`src/hdl/stbs_pkg.sv`:
```
// ----------------------------------------------------------------------------
// stbs_pkg: shared types and constants for the sorted key table
// Table depth, request and result beat layouts, codes and controller states.
// ----------------------------------------------------------------------------
package stbs_pkg;

  localparam int CAPACITY = 64;
  localparam int ADDR_W   = $clog2(CAPACITY);
  localparam int CNT_W    = $clog2(CAPACITY + 1);
  localparam int KEY_W    = 32;
  localparam int POS_W    = 6;

  typedef enum logic [1:0] {
    REQ_CLEAR  = 2'd0,
    REQ_INSERT = 2'd1,
    REQ_SEARCH = 2'd2,
    REQ_NONE   = 2'd3
  } req_code_t;

  typedef enum logic [1:0] {
    ST_DONE      = 2'd0,
    ST_FOUND     = 2'd1,
    ST_NOT_FOUND = 2'd2,
    ST_FULL      = 2'd3
  } status_code_t;

  typedef struct packed {
    logic [1:0]              req_type;
    logic signed [KEY_W-1:0] key_value;
  } req_t;

  typedef struct packed {
    logic [1:0]       status;
    logic [POS_W-1:0] position;
  } rsp_t;

  // Command from the controller to the key memory
  typedef struct packed {
    logic              we;
    logic [ADDR_W-1:0] waddr;
    logic [KEY_W-1:0]  wdata;
    logic              re;
    logic [ADDR_W-1:0] raddr;
  } mem_cmd_t;

  typedef enum logic [2:0] {
    S_IDLE,
    S_INS_RD,
    S_INS_CMP,
    S_INS_WR,
    S_SRCH_RD,
    S_SRCH_CMP,
    S_RESP
  } state_t;

endpackage

```
`src/hdl/stbs_ram.sv`:
```
// ----------------------------------------------------------------------------
// stbs_ram: simple dual-port key memory
// One write port and one read port, read data registered.
// ----------------------------------------------------------------------------
module stbs_ram #(
  parameter int DEPTH = 64,
  parameter int WIDTH = 32
) (
  input  logic                     clk,
  input  logic                     we,
  input  logic [$clog2(DEPTH)-1:0] waddr,
  input  logic [WIDTH-1:0]         wdata,
  input  logic                     re,
  input  logic [$clog2(DEPTH)-1:0] raddr,
  output logic [WIDTH-1:0]         rdata
);

  logic [WIDTH-1:0] mem [DEPTH];

  // Write port
  always_ff @(posedge clk) begin
    if (we) begin
      mem[waddr] <= wdata;
    end
  end

  // Registered read port
  always_ff @(posedge clk) begin
    if (re) begin
      rdata <= mem[raddr];
    end
  end

endmodule

```
`src/hdl/stbs_ctrl.sv`:
```
// ----------------------------------------------------------------------------
// stbs_ctrl: request sequencer for the sorted key table
// Runs clear, sorted insert (shift up one entry a cycle) and binary search
// against the key memory, and holds the result beat in an output register.
// ----------------------------------------------------------------------------
module stbs_ctrl (
  input  logic              clk,
  input  logic              rst,
  input  logic              req_valid,
  output logic              req_ready,
  input  stbs_pkg::req_t    req,
  output logic              rsp_valid,
  input  logic              rsp_ready,
  output stbs_pkg::rsp_t    rsp,
  output stbs_pkg::mem_cmd_t mem_cmd,
  input  logic [stbs_pkg::KEY_W-1:0] mem_rdata
);
  import stbs_pkg::*;

  state_t                  state, state_next;
  logic [CNT_W-1:0]        count, count_next;
  logic [CNT_W-1:0]        idx, idx_next;
  logic [CNT_W-1:0]        lo, lo_next;
  logic [CNT_W-1:0]        hi, hi_next;
  logic [ADDR_W-1:0]       mid, mid_next;
  logic signed [KEY_W-1:0] key, key_next;
  rsp_t                    res, res_next;
  logic                    rsp_valid_next;
  rsp_t                    rsp_next;

  logic signed [KEY_W-1:0] rd_key;
  logic [CNT_W-1:0]        idx_m1, idx_m2;
  logic [CNT_W:0]          mid_sum;

  assign rd_key  = $signed(mem_rdata);
  assign idx_m1  = idx - CNT_W'(1);
  assign idx_m2  = idx - CNT_W'(2);
  assign mid_sum = {1'b0, lo} + {1'b0, hi} - (CNT_W+1)'(1);

  assign req_ready = (state == S_IDLE);

  // Control registers
  always_ff @(posedge clk) begin
    if (rst) begin
      state     <= S_IDLE;
      count     <= '0;
      rsp_valid <= 1'b0;
    end else begin
      state     <= state_next;
      count     <= count_next;
      rsp_valid <= rsp_valid_next;
    end
  end

  // Working and payload registers
  always_ff @(posedge clk) begin
    idx <= idx_next;
    lo  <= lo_next;
    hi  <= hi_next;
    mid <= mid_next;
    key <= key_next;
    res <= res_next;
    rsp <= rsp_next;
  end

  // Next state, memory commands and result
  always_comb begin
    state_next     = state;
    count_next     = count;
    idx_next       = idx;
    lo_next        = lo;
    hi_next        = hi;
    mid_next       = mid;
    key_next       = key;
    res_next       = res;
    rsp_valid_next = rsp_valid && !rsp_ready;
    rsp_next       = rsp;
    mem_cmd        = '0;

    case (state)
      S_IDLE: begin
        if (req_valid) begin
          key_next = req.key_value;
          res_next = '{status: ST_DONE, position: '0};
          case (req.req_type)
            REQ_CLEAR: begin
              count_next = '0;
              state_next = S_RESP;
            end
            REQ_INSERT: begin
              idx_next = count;
              if (count == CNT_W'(CAPACITY)) begin
                res_next.status = ST_FULL;
                state_next      = S_RESP;
              end else if (count == '0) begin
                state_next = S_INS_WR;
              end else begin
                state_next = S_INS_RD;
              end
            end
            REQ_SEARCH: begin
              lo_next    = '0;
              hi_next    = count;
              state_next = S_SRCH_RD;
            end
            default: begin
              state_next = S_RESP;
            end
          endcase
        end
      end

      // Read the entry just below the insert slot
      S_INS_RD: begin
        mem_cmd.re    = 1'b1;
        mem_cmd.raddr = idx_m1[ADDR_W-1:0];
        state_next    = S_INS_CMP;
      end

      // Shift a larger entry up and read the next one below in the same cycle
      S_INS_CMP: begin
        if (rd_key > key) begin
          mem_cmd.we    = 1'b1;
          mem_cmd.waddr = idx[ADDR_W-1:0];
          mem_cmd.wdata = mem_rdata;
          idx_next      = idx_m1;
          if (idx >= CNT_W'(2)) begin
            mem_cmd.re    = 1'b1;
            mem_cmd.raddr = idx_m2[ADDR_W-1:0];
          end else begin
            state_next = S_INS_WR;
          end
        end else begin
          state_next = S_INS_WR;
        end
      end

      // Drop the new key into the open slot
      S_INS_WR: begin
        mem_cmd.we    = 1'b1;
        mem_cmd.waddr = idx[ADDR_W-1:0];
        mem_cmd.wdata = key;
        count_next    = count + CNT_W'(1);
        state_next    = S_RESP;
      end

      // Probe the midpoint of [lo, hi)
      S_SRCH_RD: begin
        if (lo < hi) begin
          mid_next      = ADDR_W'(mid_sum[CNT_W:1]);
          mem_cmd.re    = 1'b1;
          mem_cmd.raddr = ADDR_W'(mid_sum[CNT_W:1]);
          state_next    = S_SRCH_CMP;
        end else begin
          res_next.status = ST_NOT_FOUND;
          state_next      = S_RESP;
        end
      end

      // Narrow the range or stop on a match
      S_SRCH_CMP: begin
        if (rd_key == key) begin
          res_next.status   = ST_FOUND;
          res_next.position = POS_W'(mid);
          state_next        = S_RESP;
        end else if (rd_key < key) begin
          lo_next    = CNT_W'(mid) + CNT_W'(1);
          state_next = S_SRCH_RD;
        end else begin
          hi_next    = CNT_W'(mid);
          state_next = S_SRCH_RD;
        end
      end

      // Hand the result to the output register once it is free
      S_RESP: begin
        if (!rsp_valid || rsp_ready) begin
          rsp_valid_next = 1'b1;
          rsp_next       = res;
          state_next     = S_IDLE;
        end
      end

      default: begin
        state_next = S_IDLE;
      end
    endcase
  end

endmodule

```
`src/hdl/sorted_table_binary_search.sv`:
```
// ----------------------------------------------------------------------------
// sorted_table_binary_search: sorted signed key table with exact-match lookup
// Top level: request sequencer plus a 64-entry key memory.
// ----------------------------------------------------------------------------
// Usage:
//   The req channel (req_valid/req_ready, payload req) takes one request beat:
//   clear, insert or search of a signed 32-bit key. The rsp channel
//   (rsp_valid/rsp_ready, payload rsp) returns exactly one beat per request
//   with a status and, for a hit, the sorted position.
//   One request is in flight at a time; req_ready is high only when idle.
//   From acceptance to rsp_valid, with the output register free:
//     clear, unused code, full insert: straight to the result step
//     insert: straight to the write into an empty table, else a read of the
//       key below the slot, one memory shift per cycle for each larger key,
//       then the write of the new key
//     search: at most 7 probes, each a key memory read and a compare; a hit
//       stops at once, a miss ends on an empty range
//   The result sits in an output register, so a stalled receiver holds the
//   beat while the block returns to idle and accepts the next request; that
//   request then waits in its final step until the register frees up.
//   Reset empties the table (count to zero) and drops any pending result;
//   the memory itself is not cleared.
// ----------------------------------------------------------------------------
module sorted_table_binary_search (
  input  logic           clk,
  input  logic           rst,
  input  logic           req_valid,
  output logic           req_ready,
  input  stbs_pkg::req_t req,
  output logic           rsp_valid,
  input  logic           rsp_ready,
  output stbs_pkg::rsp_t rsp
);
  import stbs_pkg::*;

  mem_cmd_t          mem_cmd;
  logic [KEY_W-1:0]  mem_rdata;

  // Request sequencer and output register
  stbs_ctrl u_ctrl (
    .clk       (clk),
    .rst       (rst),
    .req_valid (req_valid),
    .req_ready (req_ready),
    .req       (req),
    .rsp_valid (rsp_valid),
    .rsp_ready (rsp_ready),
    .rsp       (rsp),
    .mem_cmd   (mem_cmd),
    .mem_rdata (mem_rdata)
  );

  // Sorted key storage
  stbs_ram #(
    .DEPTH (CAPACITY),
    .WIDTH (KEY_W)
  ) u_ram (
    .clk   (clk),
    .we    (mem_cmd.we),
    .waddr (mem_cmd.waddr),
    .wdata (mem_cmd.wdata),
    .re    (mem_cmd.re),
    .raddr (mem_cmd.raddr),
    .rdata (mem_rdata)
  );

endmodule

```
`config.mk`:
```
export PLATFORM = sky130hd
export DESIGN_NAME = sorted_table_binary_search
export DESIGN_NICKNAME = d
export VERILOG_FILES = /design/src/hdl/stbs_pkg.sv /design/src/hdl/stbs_ram.sv /design/src/hdl/stbs_ctrl.sv /design/src/hdl/sorted_table_binary_search.sv
export SDC_FILE = /design/constraint.sdc
export NUM_CORES = 2
export LEC_CHECK = 0
export BUFFER_PORTS_ARGS = -buffer_cell sky130_fd_sc_hd__buf_2
export CORE_ASPECT_RATIO = 1.25
export CORE_MARGIN = 2
export CORE_UTILIZATION = 25
export DETAILED_ROUTE_END_ITERATION = 12
export PLACE_DENSITY = 0.44
export SLEW_MARGIN = 20
export SYNTH_ARGS = -nofsm -noshare
export SYNTH_HDL_FRONTEND = slang
export SYNTH_SLANG_ARGS = --single-unit
export TNS_END_PERCENT = 100
```
`constraint.sdc`:
```
create_clock -name clk -period 6.8 [get_ports clk]
set_input_delay 1.36 -clock clk [delete_from_list [all_inputs] [get_ports clk]]
set_output_delay 1.36 -clock clk [all_outputs]
set_load 0.005 [all_outputs]
```
=== Word level (Yosys, flattened, before mapping) ===
Memories as Yosys holds them, arrays and structs flattened. A register that Yosys moved wholly into a read port is not among the register bits.
Cells that the tools add are included.
Widths: inputs -> output; s select.

* Bits in registers: 86
* Memories kept: 1
* Memory bits (writable): 2,048
* Output and inout port bits: 10
* Latch bits: 0
* Memory bits (read-only): 0
* Bits of input ports: 38
* Logic and storage cells: 109

{| class="wikitable"
|+ Memory list
! name !! depth !! width !! rd ports !! clocked after Yosys merged registers in !! write ports !! line !! RTL
|-
| u_ram.mem || 64 || 32 || 1 || 1 || 1 || stbs_ram.sv:18 || <nowiki>logic [WIDTH-1:0] mem [DEPTH];</nowiki>
|}

* Reduce and logical (&&, ||, !) cells: 21
* Divide/modulo/power cells: 0
* Add/subtract/negate cells: 6
* Shift operators: 0
* Magnitude comparators: 4
* Bitwise operators: 0
* Multipliers: 0
* Equality and inequality tests: 22
* Muxes and demuxes: 43

{| class="wikitable"
|+ Operator list
! kind !! number
|-
| $mux 7 || 15
|-
| $pmux 39 s2 || 1
|-
| $pmux 7 s2 || 4
|-
| $mux 46 || 1
|-
| $eq 32x32->1 || 1
|-
| $gt 32x32->1 || 1
|-
| $lt 32x32->1 || 1
|-
| $pmux 3 s7 || 1
|-
| $pmux 7 s3 || 1
|-
| $mux 8 || 2
|-
| $mux 3 || 5
|-
| $ne 2x1->1 const B || 7
|-
| $sub 7x1->7 const B || 2
|-
| $mux 2 || 6
|-
| $pmux 6 s2 || 1
|-
| $reduce_and 5->1 || 2
|-
| $eq 3x3->1 const B || 3
|-
| $reduce_and 3->1 || 3
|-
| $ne 2x2->1 const B || 4
|-
| $reduce_and 4->1 || 2
|-
| $add 6x1->7 const B || 1
|-
| $add 7x1->7 const B || 1
|-
| $add 7x7->7 || 1
|-
| $eq 7x7->1 const B || 1
|-
| 20 further kinds || 29
|}

=== Longest topological paths before layout ===
* Depth in word-level cells: 6
* Gate-level depth with buffers: 19
* Gate-level depth less buffers: 17

=== Modules after synthesis ===
From an unflattened synthesis, not the netlist that was laid out.

* Cells, all modules: 3,820
* Area total of the unflattened synthesis: 84,125.7 um^2

{| class="wikitable"
|+ By module, submodules not included
! module !! cells an instance !! area each (um^2) !! sequential area each (um^2) !! times used
|-
| stbs_ram || 3,324 || 78,835.6 || 62,459.9 || 1
|-
| stbs_ctrl || 496 || 5,290.1 || 2,472.4 || 1
|}

=== Worst setup path before layout ===
Ideal clock, no wire load.

* Path type: register to register
* Start: register u_ram.rdata[31] (read register of u_ram.mem)
* End: memory u_ram.mem[7][0], enable pin
* Stages on the path, launching flop included: 15
* Buffers on the path: 3
* Data arrival time: 4.183 ns
* Required time: 6.379 ns
* Period minus slack after synthesis: 4.604 ns
* Setup slack: 2.196 ns
* Path through: edfxtp_1 > ha_1 > a21oi_1 > o21ai_1 > a2111oi_2 > a41oi_1 > nor3_1 > nor2_1 > and3_1 > clkbuf_1 > or2_2 > clkbuf_1 > and2_0 > clkbuf_1 > nor2_1

* Cells in the longest elaborated chain, start to end: 5

{| class="wikitable"
|+ RTL lines
! item !! line !! RTL
|-
| from (decl) || stbs_ram.sv:15 || <nowiki>output logic [WIDTH-1:0] rdata</nowiki>
|-
| $gt 32x32->1 * || stbs_ctrl.sv:122 || <nowiki>if (rd_key > key) begin</nowiki>
|-
| $mux 46 * || stbs_ctrl.sv:122 ||
|-
| $pmux 39 s2 * || stbs_ctrl.sv:80 || <nowiki>case (state)</nowiki>
|-
| $mux 1 || stbs_ram.sv:22 || <nowiki>if (we) begin</nowiki>
|-
| $mux 1 (not written as such) || stbs_ram.sv:23 || <nowiki>mem[waddr] <= wdata;</nowiki>
|-
| to (decl) || stbs_ram.sv:18 ||
|}

Mark *: on every way between the ends. The rest lies on a longest branch, timed or not.

=== Worst setup path after layout ===
* Start: register u_ctrl.lo[4]
* End: register u_ram.rdata[5] (read register of u_ram.mem) (data pin)

* Cells in the longest elaborated chain, start to end: 4

{| class="wikitable"
|+ RTL lines
! item !! line !! RTL
|-
| from (decl) || stbs_ctrl.sv:23 || <nowiki>logic [CNT_W-1:0] lo, lo_next;</nowiki>
|-
| from (signal assigned) || stbs_ctrl.sv:58 || <nowiki>lo <= lo_next;</nowiki>
|-
| $add 7x7->7 || stbs_ctrl.sv:38 || <nowiki>assign mid_sum = {1'b0, lo} + {1'b0, hi} - (CNT_W+1)'(1);</nowiki>
|-
| $sub 7x1->7 || stbs_ctrl.sv:38 ||
|-
| $mux 7 * || stbs_ctrl.sv:149 || <nowiki>if (lo < hi) begin</nowiki>
|-
| $pmux 7 s3 * || stbs_ctrl.sv:80 ||
|}

Marks and branches as above.
A chain may end at the register's enable or synchronous reset.

==> flow_metrics.py <==
metrics = {
    "detailed_routing": {
        "routed_wl_um": 302000,
        "routed_via_density": 4.86,
        "dr.pass1.iters": 6,
        "num_vias": 52800,
        "ant_nets": 0,
        "route.detailed.drc": 0,
        "drt_iter0_drc": 4877,
        "wl_per_cell_um": 27.8,
    },
    "yosys": {
        "synthArstFlopShare_pct": 0,
        "synthFlopType": "edfxtp_1",
        "synth_seq_area_share_pct": 75.7,
        "synth.distinct_cells": 77,
        "syn_avg_cell_area_sq_um": 14.3,
        "synth_edf_count": 2155,
        "ys_warn_count": 0,
        "syn_nets": 6106,
        "synth_area_sq_um": 85800,
        "synth-seq-cells": 2166,
        "syn_inst": 6009,
    },
    "pwr": {
        "p_switching_mw": 21.8,
        "seqPwrFrac_pct": 33.7,
        "p_comb_share_pct": 43.5,
        "p_int_mw": 29.1,
        "clockPowerShare_pct": 22.8,
        "powerDensity_nw_per_um2": 506,
        "leakage_nw": 34.1,
        "swShare_pct": 42.8,
        "vdd_drop_max_v": 0.000427,
    },
    "die": {
        "die_x_um": 528,
        "ios": 48,
        "die_h_um": 659,
        "core_sq_um": 342000,
        "rows": 240,
        "start_util_pct": 25.1,
        "die-area_sq_um": 348000,
    },
    "final_layout": {
        "area_growth_pct": 17.1,
        "post-route-util_pct": 29.4,
        "fin_area_sq_um": 100000,
        "drive_above_1_share_pct": 12.0,
        "final_nets": 6301,
    },
    "critical_path": {
        "endpoint_kind": "register",
        "cp.arrival_ns": 6.86,
        "reg2reg_slack_ns": 0.70,
        "crit_top_cell": "buf_4",
        "crit_fanout": 31,
        "worst-r2r-cell-count": 17,
        "start_kind": "register",
        "r2r_end": "u_ram.rdata[5]$_DFFE_PP_",
        "critPathLaunch": "u_ctrl.lo[4]$_SDFFCE_PN0P_",
        "critPathTopFamily": "compound AO/OA/AOI/OAI gates",
        "crit_required_ns": 7.55,
        "cpMaxStageDelayCell": "a2111oi_1",
        "r2r_start": "u_ctrl.lo[4]$_SDFFCE_PN0P_",
        "crit_path_max_incr_delay_ns": 0.80,
        "path_buf_inv": 6,
        "path_class": "register to register",
        "path_cells": "inv_1 -> ha_1 -> inv_1 -> a21oi_1 -> o21ai_0 -> nor3_4 -> a22oi_2 -> and2_4 -> buf_12 -> buf_4 -> buf_4 -> nand2_1 -> a32oi_1 -> nand3_1 -> a2111oi_1 -> buf_4 -> a21o_1",
    },
    "outcome": {
        "status": "finished, final reports clean",
    },
    "sta": {
        "setup_violations": 0,
        "period_needed_ns": 6.10,
        "slew_headroom_pct": 21.4,
        "fmax_mhz": 164,
        "max_slew.worst_pin.slew_ns": 1.17,
        "min_period_over_period_pct": 89.7,
        "drv_slew": 0,
        "rsz0062_at_grt": "no",
        "report.final.hold_viol_count": 0,
        "setup_tns_ns": 0,
        "fin_skew_ns": 0.0999,
    },
    "min_path": {
        "hold_start": "u_ctrl.res[3]$_SDFFCE_PN0P_",
        "min_path_cells": 0,
        "min_path_type": "register to register",
        "min_to": "u_ctrl.rsp[3]$_DFFE_PP_",
    },
    "place": {
        "dpl_cell_area_sq_um": 93800,
        "gp_congestion": 0.841,
        "portBuffers": 47,
        "hpwl_um": 180000,
    },
    "global_routing": {
        "grtUsageTotal_pct": 16.9,
        "grt_pass1_vias": 51900,
        "grt_remaining_overflow": 0,
        "grt_start_max_net_pins": 113,
        "grt_pass1_wl_um": 419000,
        "antenna_found_initial": 15,
    },
    "cts": {
        "postCtsSetupRepairBufs": 0,
        "postCtsResizedCells": 0,
        "clk_path_buf_depth": 4,
        "path_clk_slew_ns": 0.07,
        "cts-htree-levels": 4,
        "cts_hold_buf": 0,
        "root_buffer": "clkbuf_16",
        "cts_sinks": 2166,
        "cts_buffers": 212,
        "clock_latency_ns": 0.91,
        "cts_tree": "yes",
    },
    "flow_run": {
        "maxCapViolCount": 0,
    },
}
synth_stat cells (3+ instances only):
library cell,count,area share (%)
clkbuf_1,164,0.72
mux2i_1,280,3.3
nand3_1,484,2.8
a221oi_1,45,0.46
or3_1,6,0.044
a22oi_1,7,0.061
buf_2,143,0.83
a2111oi_0,28,0.29
dfxtp_1,11,0.26
buf_4,19,0.17
nor3_1,8,0.047
nor2b_1,5,0.036
buf_1,33,0.14
ha_1,58,0.85
and2_1,16,0.12
a211oi_1,8,0.070
o21bai_1,3,0.026
xor2_1,10,0.10
o211a_1,6,0.070
a21oi_2,3,0.031
a32oi_1,220,2.2
a21boi_0,5,0.044
a21o_1,28,0.24
edfxtp_1,2155,75
or2_2,3,0.022
nor3_4,3,0.057
inv_1,75,0.33
nor2_1,130,0.57
a32o_1,7,0.082
nand2_1,1548,6.8
xnor2_1,9,0.092
and3_1,10,0.073
a311oi_1,5,0.051
a31oi_1,227,1.7
nand2b_1,7,0.051
a221oi_2,4,0.070
a21oi_1,54,0.31
o21a_1,6,0.052
o2111ai_1,4,0.041
o21ai_1,9,0.052
o21ai_0,57,0.33
nand4_1,54,0.39
nand3b_1,3,0.026
buf_6,8,0.10
state kept, by name, summed over array words and instances (netlist names):
signal / cells
u_ctrl.idx: 7
u_ctrl.mid: 6
u_ctrl.count: 7
u_ctrl.rsp_valid: 1
u_ctrl.res: 8
u_ctrl.key: 32
u_ctrl.rsp: 8
u_ram.mem: 2048
u_ctrl.hi: 7
u_ram.rdata: 32
u_ctrl.lo: 7
u_ctrl.state: 3
through the flow:
stage / cells / setup slack, ns / total power [mW] / hold slack, ns
floorplan: 6009 / 2.20 / 28.7 / 0.400
global placement: 10500 / -0.326 / 39.5 / 0.412
detailed placement: 10500 / 0.626 / 39.6 / 0.410
CTS: 10800 / 0.550 / 51.2 / 0.424
global route: 10800 / 0.446 / 52.8 / 0.438
finish: 10800 / 0.698 / 50.9 / 0.421
logic make-up (layout without fill, tap and decap cells):
group	after synthesis	after routing	share of synthesized area, %
fa+ha+maj	59	59	0.869
other cells	0	7	0
mux	280	280	3.27
simple gates	2295	2295	11.2
compound gates	748	748	6.49
flops	2166	2166	75.7
buf+inv	442	798	2.30
xor+xnor	19	19	0.194
power groups by stage:
stage                     clock network [mW]  logic, mW  registers [mW]
after floorplan                            0       11.2            17.5
after global placement                     0       22.1            17.4
after detailed placement                   0       22.2            17.4
after CTS                               11.8       22.2            17.1
after global routing                    12.3       23.3            17.2
final                                   11.6       22.1            17.2
metal layers:
layer | wire length [um] | global-route usage (%)
met1 | 123000 | 21.3
met2 | 148000 | 28.7
met3 | 16200 | 2.18
met4 | 15000 | 7.53
met5 | 7 | 0
layout by cell type, fill, tap and decap left out, drive strengths merged, types with 6 or more instances in the layout:
master      n
nand3     484
o211a       6
a211oi      9
and3       10
or3         7
a21o       28
dfxtp      11
a221oi     49
bufinv     18
inv        79
nor2      133
a22oi       8
nand2    1549
clkinv     77
a21oi      57
mux2i     280
nand4      54
ha         58
diode       7
a32oi     220
xor2       10
and2       17
clkbuf    272
nand2b      7
a31oi     227
edfxtp   2155
buf       348
a2111oi    31
o21a        6
o21ai      66
a32o        7
nor3       11
xnor2       9
area by class of cell:
class                   count  area [sq um]
diodes                      7          17.5
clock inverters           103           977
repair buffers            348          3130
inverters                  75           282
well taps                4477          5600
fillers                 34200        241000
clock buffers             272          5610
multi-input cells        3401         19900
flip-flops and latches   2166         64900
worst max-delay path by stage:
stage / to / slack (ns) / depth (start not counted)
4_1_cts: u_ram.rdata[5]$_DFFE_PP_ / 0.55 / 17
2_1_floorplan: u_ram.mem[7][0]$_DFFE_PP_ / 2.20 / 14
6_report: u_ram.rdata[5]$_DFFE_PP_ / 0.70 / 17
3_5_place_dp: u_ram.rdata[5]$_DFFE_PP_ / 0.63 / 17
5_1_grt: u_ram.rdata[5]$_DFFE_PP_ / 0.45 / 17
3_3_place_gp: u_ram.rdata[6]$_DFFE_PP_ / -0.33 / 17
Power figures use the tool's default switching activity.
